File: config.mk
export PLATFORM = sky130hd
export DESIGN_NAME = sctu_fifo
export DESIGN_NICKNAME = d
export VERILOG_FILES = /design/src/sctu_pkg.sv /design/src/sctu_fifo.sv
export SDC_FILE = /design/constraint.sdc
export NUM_CORES = 1
export LEC_CHECK = 0
export ABC_AREA = 1
export ABC_CLOCK_PERIOD_IN_PS = 4700
export BUFFER_PORTS_ARGS = -buffer_cell sky130_fd_sc_hd__buf_2
export CAP_MARGIN = 25
export CORE_ASPECT_RATIO = 0.8
export CORE_UTILIZATION = 52
export DETAILED_ROUTE_END_ITERATION = 10
export PLACE_DENSITY = 0.82
export SYNTH_ARGS = -nofsm -noshare
export SYNTH_HDL_FRONTEND = slang
export SYNTH_SLANG_ARGS = --single-unit
export TNS_END_PERCENT = 30
File: constraint.sdc
create_clock -name clock -period 4.7 [get_ports clock]
set_input_delay 0.705 -clock clock [delete_from_list [all_inputs] [get_ports clock]]
set_output_delay 0.705 -clock clock [all_outputs]
set_load 0.01 [all_outputs]
File: src/sctu_pkg.sv
`timescale 1ns / 1ps

package sctu_pkg;

   localparam int unsigned FRONT_STAGES = 8;

   localparam logic OP_TICK  = 1'b0;
   localparam logic OP_REPLY = 1'b1;

   localparam int unsigned CSR_INDEX_W = 2;
   localparam int unsigned CSR_DATA_W  = 32;

   localparam logic [CSR_INDEX_W-1:0] CSR_RETRY     = 2'd0;
   localparam logic [CSR_INDEX_W-1:0] CSR_INIT_POLL = 2'd1;
   localparam logic [CSR_INDEX_W-1:0] CSR_MAX_POLL  = 2'd2;

   localparam logic [31:0] RETRY_RESET     = 32'd10000;
   localparam logic [31:0] INIT_POLL_RESET = 32'd60000;
   localparam logic [31:0] MAX_POLL_RESET  = 32'd3600000;

   localparam logic [31:0] NTP_UNIX_DELTA = 32'd2208988800;
   localparam logic [9:0]  MS_PER_SEC     = 10'd1000;

   // residues of 2^16, 2^32 and 2^48 modulo 1000
   localparam logic [9:0] MOD_2_16 = 10'd536;
   localparam logic [9:0] MOD_2_32 = 10'd296;
   localparam logic [9:0] MOD_2_48 = 10'd656;

   // ceil(2^37 / 1000), exact for dividends below 2^27
   localparam logic [27:0] RECIP_27 = 28'd137438954;
   // ceil(2^29 / 1000), exact for dividends below 2^19
   localparam logic [19:0] RECIP_19 = 20'd536871;
   // ceil(2^41 / 1000), exact for 32-bit dividends
   localparam logic [31:0] RECIP_32 = 32'd2199023256;
   // inverse of 125 modulo 2^32
   localparam logic [31:0] INV_125  = 32'd652835029;

   localparam logic [22:0] FRAC_PER_MS     = 23'd4294967;
   localparam logic [8:0]  FRAC_PER_MS_REM = 9'd296;

   typedef struct packed {
      logic        operation;
      logic [31:0] now_ms;
      logic        clock_is_set;
      logic [63:0] local_time_ms;
      logic [31:0] orig_sec;
      logic [31:0] orig_frac;
      logic [31:0] recv_sec;
      logic [31:0] recv_frac;
      logic [31:0] xmit_sec;
      logic [31:0] xmit_frac;
   } req_type;

   typedef struct packed {
      logic               send_request;
      logic [31:0]        request_xmit_sec;
      logic [31:0]        request_xmit_frac;
      logic               set_clock;
      logic [31:0]        clock_value;
      logic signed [31:0] offset_ms;
      logic [8:0]         slew_wait_ms;
   } rsp_type;

   typedef struct packed {
      logic                   we;
      logic [CSR_INDEX_W-1:0] index;
      logic [CSR_DATA_W-1:0]  data;
   } csr_write_type;

   typedef struct packed {
      logic        op;
      logic [31:0] now;
      logic        clk_set;
      logic [63:0] local_ms;
      logic [26:0] rsum;
      logic [17:0] rq;
      logic [9:0]  ms;
      logic [31:0] qlo;
      logic [31:0] m1;
      logic [18:0] t296;
      logic [8:0]  q2;
      logic [31:0] xsec;
      logic [31:0] xfrac;
      logic [31:0] u1;
      logic [31:0] u2;
      logic [31:0] u3;
      logic [9:0]  f1;
      logic [9:0]  f2;
      logic [9:0]  f3;
      logic [41:0] t1;
      logic [41:0] t2;
      logic [41:0] t3;
      logic [63:0] d21;
      logic [63:0] d3;
      logic [63:0] sum;
      logic [31:0] ofs;
      logic [31:0] omag;
      logic [22:0] rq2;
      logic [9:0]  rmag;
   } front_word_type;

   typedef struct packed {
      logic        op;
      logic [31:0] now;
      logic        clk_set;
      logic [31:0] xsec;
      logic [31:0] xfrac;
      logic [31:0] ofs;
      logic [31:0] sec_base;
      logic [9:0]  rmag;
   } back_word_type;

endpackage

File: src/sctu_fifo.sv
`timescale 1ns / 1ps

module sctu_fifo #(
   parameter int unsigned DEPTH = 4
) (
   input  logic                    clock,
   input  logic                    reset,
   input  logic                    push,
   input  sctu_pkg::back_word_type push_word,
   output logic                    full,
   input  logic                    pop,
   output sctu_pkg::back_word_type pop_word,
   output logic                    not_empty
);

   localparam int unsigned PTR_W = $clog2(DEPTH);
   localparam int unsigned CNT_W = $clog2(DEPTH + 1);

   sctu_pkg::back_word_type mem_ff [DEPTH];
   logic [PTR_W-1:0]        wr_ptr_ff;
   logic [PTR_W-1:0]        wr_ptr_in;
   logic [PTR_W-1:0]        rd_ptr_ff;
   logic [PTR_W-1:0]        rd_ptr_in;
   logic [CNT_W-1:0]        count_ff;
   logic [CNT_W-1:0]        count_in;

   assign full      = (count_ff == CNT_W'(DEPTH));
   assign not_empty = (count_ff != '0);
   assign pop_word  = mem_ff[rd_ptr_ff];

   always_comb begin
      wr_ptr_in = wr_ptr_ff;
      rd_ptr_in = rd_ptr_ff;
      count_in  = count_ff;
      if (push) begin
         wr_ptr_in = (wr_ptr_ff == PTR_W'(DEPTH - 1)) ? '0 : wr_ptr_ff + PTR_W'(1);
      end
      if (pop) begin
         rd_ptr_in = (rd_ptr_ff == PTR_W'(DEPTH - 1)) ? '0 : rd_ptr_ff + PTR_W'(1);
      end
      if (push && !pop) begin
         count_in = count_ff + CNT_W'(1);
      end else if (pop && !push) begin
         count_in = count_ff - CNT_W'(1);
      end
   end

   always_ff @(posedge clock) begin
      if (reset) begin
         wr_ptr_ff <= '0;
         rd_ptr_ff <= '0;
         count_ff  <= '0;
      end else begin
         wr_ptr_ff <= wr_ptr_in;
         rd_ptr_ff <= rd_ptr_in;
         count_ff  <= count_in;
      end
   end

   always_ff @(posedge clock) begin
      if (push) begin
         mem_ff[wr_ptr_ff] <= push_word;
      end
   end

`ifndef NO_ASSERTIONS
   a_no_overflow: assert property (@(posedge clock) disable iff (reset)
      push |-> !full)
      else $error("queue written while full");

   a_no_underflow: assert property (@(posedge clock) disable iff (reset)
      pop |-> not_empty)
      else $error("queue read while empty");

   a_count_up: assert property (@(posedge clock) disable iff (reset)
      push && !pop |=> count_ff == $past(count_ff) + CNT_W'(1))
      else $error("queue count lost a word");
`endif

endmodule

# Word-level counts from Yosys, hierarchy flattened
# Memories as Yosys holds them, arrays and structs flattened. A register that Yosys moved wholly into a read port is not among the register bits.
# Cells that the tools add are included.
# word_totals
regBits	7
ram_bits	688
out_inout_bits	174
word_cells	25
n_memories	1
# mem_list
memory	depth	width	read_ports	rd_clocked_by_memory_dff	wr	line	text
mem_ff	4	172	1	1	1	sctu_fifo.sv:19	sctu_pkg::back_word_type mem_ff [DEPTH];
# op_classes
add_sub_neg	4
n_eq_ne	3
n_mux	8
reduce_logical	6
# ops
cell	n
2-to-1 mux 2 bit	4
2-to-1 mux 3 bit	2
adder 2 x 1 -> 2 bit (second input constant)	2
== test 2 bit (second input constant)	2
adder 3 x 1 -> 3 bit (second input constant)	1
== test 3 bit (second input constant)	1
nonzero test 3 bit	1
subtractor 3 x 1 -> 3 bit (second input constant)	1
logical AND 1 bit	2
logical NOT 1 bit	2
2-to-1 mux 1 bit	2
nonzero test 2 bit	1

# Logic depth before layout (Yosys ltp)
# Gate-level depths: netlist of run 1.
# depth
word_depth	4
depth_mapped	10
mapped_depth_nobuf	10

# Least setup slack after synthesis of run 1
# Ideal clock, no wire load.
# synth_path
kind	input -> register
from	input port push
to	memory mem_ff[3][0] in the netlist's numbering, enable pin
arrival_ps	4048
required_ps	4176
path_slack_ps	128
cell_stages	2
cell_sequence	nand2_1 -> inv_1
# synth_via
elab_chain_cells	2
# synth_rtl
item	line	text
start: declaration	sctu_fifo.sv:8	input logic push,
2-to-1 mux 1 bit	sctu_fifo.sv:61	if (push) begin
2-to-1 mux 1 bit (implied by the code)	sctu_fifo.sv:62	mem_ff[wr_ptr_ff] <= push_word;
end: declaration	sctu_fifo.sv:19	
# No other way between the ends.

==> summary.log, run 1 <==
qor: cts.clk_latency 600 ps
qor: floorplanning.floorplan.io_pins 350
qor: cts.worst_setup_hold_path_clk_slew 60 ps
qor: routing.wl_per_cell 21.03 µm
qor: synth.synth_compound_area_frac 0.1096
qor: placement.hpwl 32.07 mm
qor: worst_setup_path.criticalPathCategory register to output pin
qor: cts.cts.root.buffer_cell clkbuf_16
qor: grt.grt_pass1_wl 86.88 mm
qor: synth.synth_seq_area_share 0.8074
qor: floorplanning.die-area 50540 µm²
qor: placement.place_congestion 0.8156
qor: timing.final_setup_violation_count 0
qor: power_and_ir_drop.p_total 13.36 mW
qor: timing.fin_crit_sh 0.7456
qor: grt.first_global_vias 15656
qor: worst_setup_path.critPathLaunchType register
qor: worst_setup_path.cells_along_the_critical_path inv_6 -> buf_12 -> o21ai_0 -> o22ai_1 -> buf_2
qor: timing.finClkSkew 18.48 ps
qor: finish.layout-area-overhead-vs-synth 16.43%
qor: routing.vias_per_cell 5.790
qor: grt.antenna_found_initial 18
qor: synth.synthSimpleGateAreaFrac 0.05366
qor: floorplanning.die_width 251.1 µm
qor: worst_setup_path.crit_path_max_incr_delay 900 ps
qor: worst_setup_path.worst-path-max-fanout 108
qor: power_and_ir_drop.power.density 444.4 nW/µm²
qor: power_and_ir_drop.total_leakage_power 10.42 nW
qor: timing.grt_setup_unrepaired no
qor: routing.dr.pass1.iters 7
qor: cts.cts_setup_buffers 0
qor: cts.cts_htree_levels 2
qor: cts.cts_max_path_buffers 3
qor: worst_setup_path.worst_path_dominant_cell_family buffers and inverters
qor: cts.cts_tree done
qor: synth.netlist-cell-type-count 21
qor: synth.synth.mux.area_fraction 0
qor: floorplanning.die_height 201.3 µm
qor: worst_setup_path.crit_required 3990 ps
qor: worst_setup_path.critPathBufInv 3
qor: grt.grt_max_degree 180
qor: synth.syn-mean-instance-area 14.98 µm²
qor: finish.drive_gt1_frac 0.2232
qor: timing.totalNegativeSetupSlack 0 ps
qor: synth.synth.cell_area 25810 µm²
qor: synth.synth_adder_area_share 0.003684
qor: routing.drt_first_iter_violations 1452
qor: cts.cts_inserted_buffers 61
qor: timing.finalMaxSlewViolations 0
qor: routing.routed_wl 57.42 mm
qor: timing.timing.final.hold_violations 0
qor: synth.synthXorXnorAreaFrac 0.0003393
qor: worst_setup_path.critPathSlowestCell dfxtp_4
qor: floorplanning.rows 72
qor: cts.resized_cells_post_cts 0
qor: timing.highest_clock_frequency_the_design_can_meet 0.2854 GHz
qor: synth.synth-warning-count 0
qor: synth.synthesis.instances 1723
qor: synth.ys_seq_elements 697
qor: routing.route.antenna.remaining_nets 0
qor: run.cap_viol_max_count 0
qor: timing.period_minus_slack 3504 ps
qor: floorplanning.floorplan.core_area 48650 µm²
qor: worst_hold_path.worstHoldPathType primary input to register
qor: floorplanning.initial_core_util 0.5306
qor: cts.clock-sinks 697
qor: placement.port_buffers 349
qor: finish.fin_nets 2227
qor: worst_setup_path.worst_setup_path_end_kind output pin
qor: power_and_ir_drop.irDropWorstVdd 0.0003168 V
qor: synth.largest_family_of_logic_cells_by_synthesized_area compound AO/OA/AOI/OAI gates
qor: worst_setup_path.crit_arrival 2800 ps
qor: routing.detailroute.via_count 15806
qor: grt.grt_overflow 0
qor: timing.tightest_slew 1004 ps
qor: grt.grtUsageTotal 0.2226
qor: routing.drc_viols 0
qor: timing.maxSlewHeadroom 0.3305
qor: cts.hold_buffers 0
qor: status.run_status completed
qor: synth.synthesis.nets 1906
==> worst reg2reg max path, cell delays in order, from the launching register on <==
cell and delay (ps):
dfxtp_1 350, inv_1 100, ha_1 160, nand2_1 100
inv_6 670, buf_4 550
==> per-stage QoR <==
stage | util | setup slack, ps | instances | area, µm² | hold slack, ps
2_1_floorplan | - | 127.7 | 1723 | 25810 | 489.7
3_3_place_gp | 0.5772 | 1649 | 2610 | 28080 | 504.6
3_5_place_dp | 0.5772 | 1620 | 2610 | 28080 | 534.2
4_1_cts | 0.6171 | 949.3 | 2717 | 30020 | 259.0
5_1_grt | 0.6171 | 957.0 | 2718 | 30020 | 273.4
6_report | 0.6177 | 1196 | 2730 | 30050 | 295.7
==> layer usage <==
metal | global-route usage | wire length, µm | part of all wire
met5 | 0 | 157 | 0.0027
met4 | 0.06925 | 1239 | 0.022
met3 | 0.06688 | 5747 | 0.10
met2 | 0.3640 | 28090 | 0.49
met1 | 0.2876 | 22190 | 0.39
==> sequential cells by signal, indices dropped and copies added (netlist names), named ones only <==
signal	count
rd_ptr_ff	2
mem_ff	688
count_ff	3
wr_ptr_ff	2
==> synthesized netlist by cell type <==
library cell  instances  share of area
fa_1                  1        0.00078
o21ai_1               1        0.00019
inv_1                14         0.0020
nor3_1                3        0.00058
inv_2                 1        0.00015
dfxtp_1               9         0.0070
buf_4                 8         0.0023
clkinv_1              1        0.00015
nand2_1               9         0.0013
buf_2                22         0.0043
ha_1                  6         0.0029
nor2_1              353          0.051
a21oi_1               3        0.00058
clkbuf_1             68         0.0099
o21ai_0             346          0.067
edfxtp_1            688           0.80
nand3_1               1        0.00019
o22ai_1             172          0.042
nand4_1               1        0.00024
xor2_1                1        0.00034
buf_6                15         0.0065
==> layout by cell type, fill, tap and decap left out, drive strengths merged, types with 2 or more instances in the layout <==
cell type	Yosys	layout
nor2	353	353
nand2	9	9
inv	15	19
clkbuf	68	73
ha	6	6
clkinvlp	0	2
a21oi	3	3
edfxtp	688	688
bufinv	0	6
buf	45	371
diode	0	13
dfxtp	9	9
o22ai	172	172
o21ai	347	347
nor3	3	3
clkinv	1	23
==> cell families after synthesis <==
logic type      count (synthesis)
flops                         697
compound gates                522
buf+inv                       129
xor+xnor                        1
fa+ha+maj                       7
simple gates                  367
==> path summary, 6_finish.rpt <==
check	startpoint	endpoint	slack, ps	depth (start not counted)
worst min register to register	rd_ptr_ff[0]	register	540	2
worst max register to register	wr_ptr_ff[0]	mem_ff[0][114]	2430	5
worst min-delay path	push_word[91]	mem_ff[2][91]	300	1
worst max-delay path	register	pop_word[118]	1200	5
==> where the power goes <==
part	internal (mW)	switching [mW]	leakage, nW
logic	0.413	0.869	3.07
registers	7.11	0.0779	6.39
clock network	2.76	2.12	0.953
total	10.3	3.07	10.4
==> area by class of cell <==
type / count / area (µm²)
Antenna cell: 13 / 32.53
Clock buffer: 73 / 1614
Clock inverter: 34 / 324.1
Fill cell: 3429 / 18600
Inverter: 16 / 92.59
Multi-Input combinational cell: 897 / 4317
Sequential cell: 697 / 20850
Tap cell: 629 / 787.0
Timing Repair Buffer: 371 / 2037
Power figures use the tool's default switching activity.
==> run 2: changes to the inputs <==
ABC_CLOCK_PERIOD_IN_PS = 3300   (was 4700)
CORE_UTILIZATION = 57   (was 52)
PLACE_DENSITY = 0.85   (was 0.82)
clock period = 3.3 ns   (was 4.7 ns; I/O delays follow)
==> run 2 against run 1 <==
Sequential power up 42%. Die area is 8.7% lower. Largest cell class unchanged. Global-route usage increased by 2.3 points. Routed wire length grew 0.62%. Critical path depth unchanged. Highest routed layer unchanged. Total power up 43%. Clock power grew 44%. Final area rose by 0.64%. Utilization up 6.1 points. Flip-flop and latch count did not move. Non-clock buffer count rose by 8. Via count grew 0.50%.
==> summary.log, run 2 (same netlist as run 1, synthesis figures left out) <==
qor: power_and_ir_drop.total_leakage_power 10.49 nW [was 10.42 nW]
qor: placement.dpl_cell_area 28230 µm² [was 28080 µm²]
qor: worst_setup_path.crit_required 2800 ps [was 3990 ps]
qor: placement.placed_cells 2592 [was 2610]
qor: worst_setup_path.worst_setup_path_end_kind output pin [unchanged]
qor: finish.drive_gt1_frac 0.2292 [was 0.2232]
qor: timing.highest_clock_frequency_the_design_can_meet 0.3283 GHz
qor: cts.cts_tree done [unchanged]
qor: worst_setup_path.worst-path-max-fanout 77 [was 108]
qor: run.cap_viol_max_count 0 [unchanged]
qor: timing.post_route_hold_slack 112.7 ps [was 295.7 ps]
qor: worst_hold_path.worstHoldPathType primary input to register [unchanged]
qor: timing.setup_ws 253.8 ps [was 1196 ps]
qor: finish.fin_nets 2240 [was 2227]
qor: cts.hold_buffers 0 [unchanged]
qor: cts.cts_inserted_buffers 66 [was 61]
qor: timing.period_minus_slack 3046 ps
qor: floorplanning.initial_core_util 0.5794 [was 0.5306]
qor: cts.cts_htree_levels 3 [was 2]
qor: power_and_ir_drop.power.density 632.8 nW/µm² [was 444.4 nW/µm²]
qor: timing.finClkSkew 12.06 ps [was 18.48 ps]
qor: cts.resized_cells_post_cts 0 [unchanged]
qor: cts.cts_max_path_buffers 3 [unchanged]
qor: routing.routed_wl 57.77 mm [was 57.42 mm]
qor: floorplanning.rows 69 [was 72]
qor: grt.grt_pass1_wl 85.82 mm [was 86.88 mm]
qor: timing.fin_crit_sh 0.9231
qor: placement.dpl_worst_slack 907.3 ps [was 1620 ps]
qor: finish.largest_register_ffs 688 [unchanged]
qor: finish.most-common-layout-cells edfxtp_1, nor2_1, buf_2 [unchanged]
qor: placement.hpwl 32.59 mm [was 32.07 mm]
qor: finish.layout.core_utilization 0.6789 [was 0.6177]
qor: timing.timing.final.hold_violations 0 [unchanged]
qor: routing.dr.pass1.iters 6 [was 7]
qor: finish.top_regs mem_ff x688, count_ff x3 [unchanged]
qor: routing.detailroute.via_count 15885 [was 15806]
qor: routing.vias_per_cell 5.855 [was 5.790]
qor: worst_setup_path.critPathLaunchType register [unchanged]
qor: routing.drc_viols 0 [unchanged]
qor: worst_setup_path.criticalPathCategory register to output pin [unchanged]
qor: routing.drt_first_iter_violations 1400 [was 1452]
qor: timing.tightest_slew 745.0 ps [was 1004 ps]
qor: finish.final_area 30240 µm² [was 30050 µm²]
qor: finish.mostFrequentLayoutCell edfxtp_1 [unchanged]
qor: cts.cts.root.buffer_cell clkbuf_16 [unchanged]
qor: cts.clock-sinks 697 [unchanged]
qor: cts.cts_setup_buffers 0 [unchanged]
qor: grt.grt_max_degree 143 [was 180]
qor: floorplanning.floorplan.core_area 44550 µm² [was 48650 µm²]
qor: floorplanning.floorplan.io_pins 350 [unchanged]
qor: timing.grt_setup_unrepaired no [unchanged]
qor: timing.totalNegativeSetupSlack 0 ps [unchanged]
qor: finish.layout-area-overhead-vs-synth 17.17% [was 16.43%]
qor: grt.grt_overflow 0 [unchanged]
qor: placement.port_buffers 349 [unchanged]
qor: finish.num-fill-cells 2847 [was 3429]
qor: status.run_status completed [unchanged]
qor: grt.first_global_vias 15591 [was 15656]
qor: placement.place_congestion 0.7650 [was 0.8156]
qor: routing.route.antenna.remaining_nets 0 [unchanged]
qor: timing.final_setup_violation_count 0 [unchanged]
qor: grt.grtUsageTotal 0.2459 [was 0.2226]
qor: cts.clk_latency 590 ps [was 600 ps]
qor: power_and_ir_drop.irDropWorstVdd 0.0006893 V [was 0.0003168 V]
qor: floorplanning.die-area 46140 µm² [was 50540 µm²]
qor: worst_setup_path.crit_arrival 2550 ps [was 2800 ps]
qor: floorplanning.die_height 192.3 µm [was 201.3 µm]
qor: routing.wl_per_cell 21.30 µm [was 21.03 µm]
qor: timing.finalMaxSlewViolations 0 [unchanged]
qor: grt.antenna_found_initial 12 [was 18]
qor: finish.final-instance-count-excl-fill 2713 [was 2730]
qor: timing.maxSlewHeadroom 0.5023 [was 0.3305]
qor: finish.largest_register mem_ff [unchanged]
qor: cts.worst_setup_hold_path_clk_slew 60 ps [about the same]
qor: floorplanning.die_width 239.9 µm [was 251.1 µm]
qor: power_and_ir_drop.p_total 19.14 mW [was 13.36 mW]
==> run 2: cell count changes in the layout (fill, tap and decap cells not counted), moves of 4 or more <==
cell / before / now
inv_6: 8 / 3
clkbuf_16: 63 / 71
bufinv_16: 6 / 1
nand2_1: 9 / 5
buf_12: 10 / 19
clkbuf_1: 10 / 16
clkinv_2: 13 / 8
nand2_2: 0 / 4
==> run 2: per-layer routing <==
| metal | GRT usage | up-vias | wire length [µm] |
|---|---|---|---|
| met5 | 0 | - | 110 |
| met4 | 0.07496 | 14 | 1113 |
| met3 | 0.07653 | 111 | 5893 |
| met2 | 0.3978 | 702 | 28410 |
| met1 | 0.3217 | 7860 | 22250 |
| li1 | - | 7198 | - |
==> run 2: final timing paths <==
| check | startpoint | slack (ps) | to | cells after the start |
|---|---|---|---|---|
| setup / recovery | register | 250 | pop_word[66] | 5 |
| hold / removal | reset | 110 | wr_ptr_ff[0] | 2 |
| setup reg to reg | wr_ptr_ff[0] | 1300 | mem_ff[3][37] | 4 |
| hold reg to reg | wr_ptr_ff[1] | 490 | wr_ptr_ff[1] | 2 |
==> run 2: worst max-delay path, cell delays in order, from the launching register on <==
cell,delay (ps)
dfxtp_4,500
inv_4,420
buf_12,320
o21ai_0,220
o22ai_1,190
buf_2,180
==> run 2: cell type report <==
class                   instances  area (µm²)  share of cell area
repair buffers                379        2210             0.07306
well taps                     603       754.5             0.02495
clock buffers                  88        1851             0.06119
multi-input cells             897        4332              0.1432
flip-flops and latches        697       20850              0.6894
inverters                      16       85.08            0.002813
diodes                         11       27.53           0.0009102
clock inverters                22       133.9            0.004427
==> run 2: power by group <==
group	internal, mW	switching [mW]
registers	10.1	0.104
clock network	4.01	3.03
logic	0.607	1.26
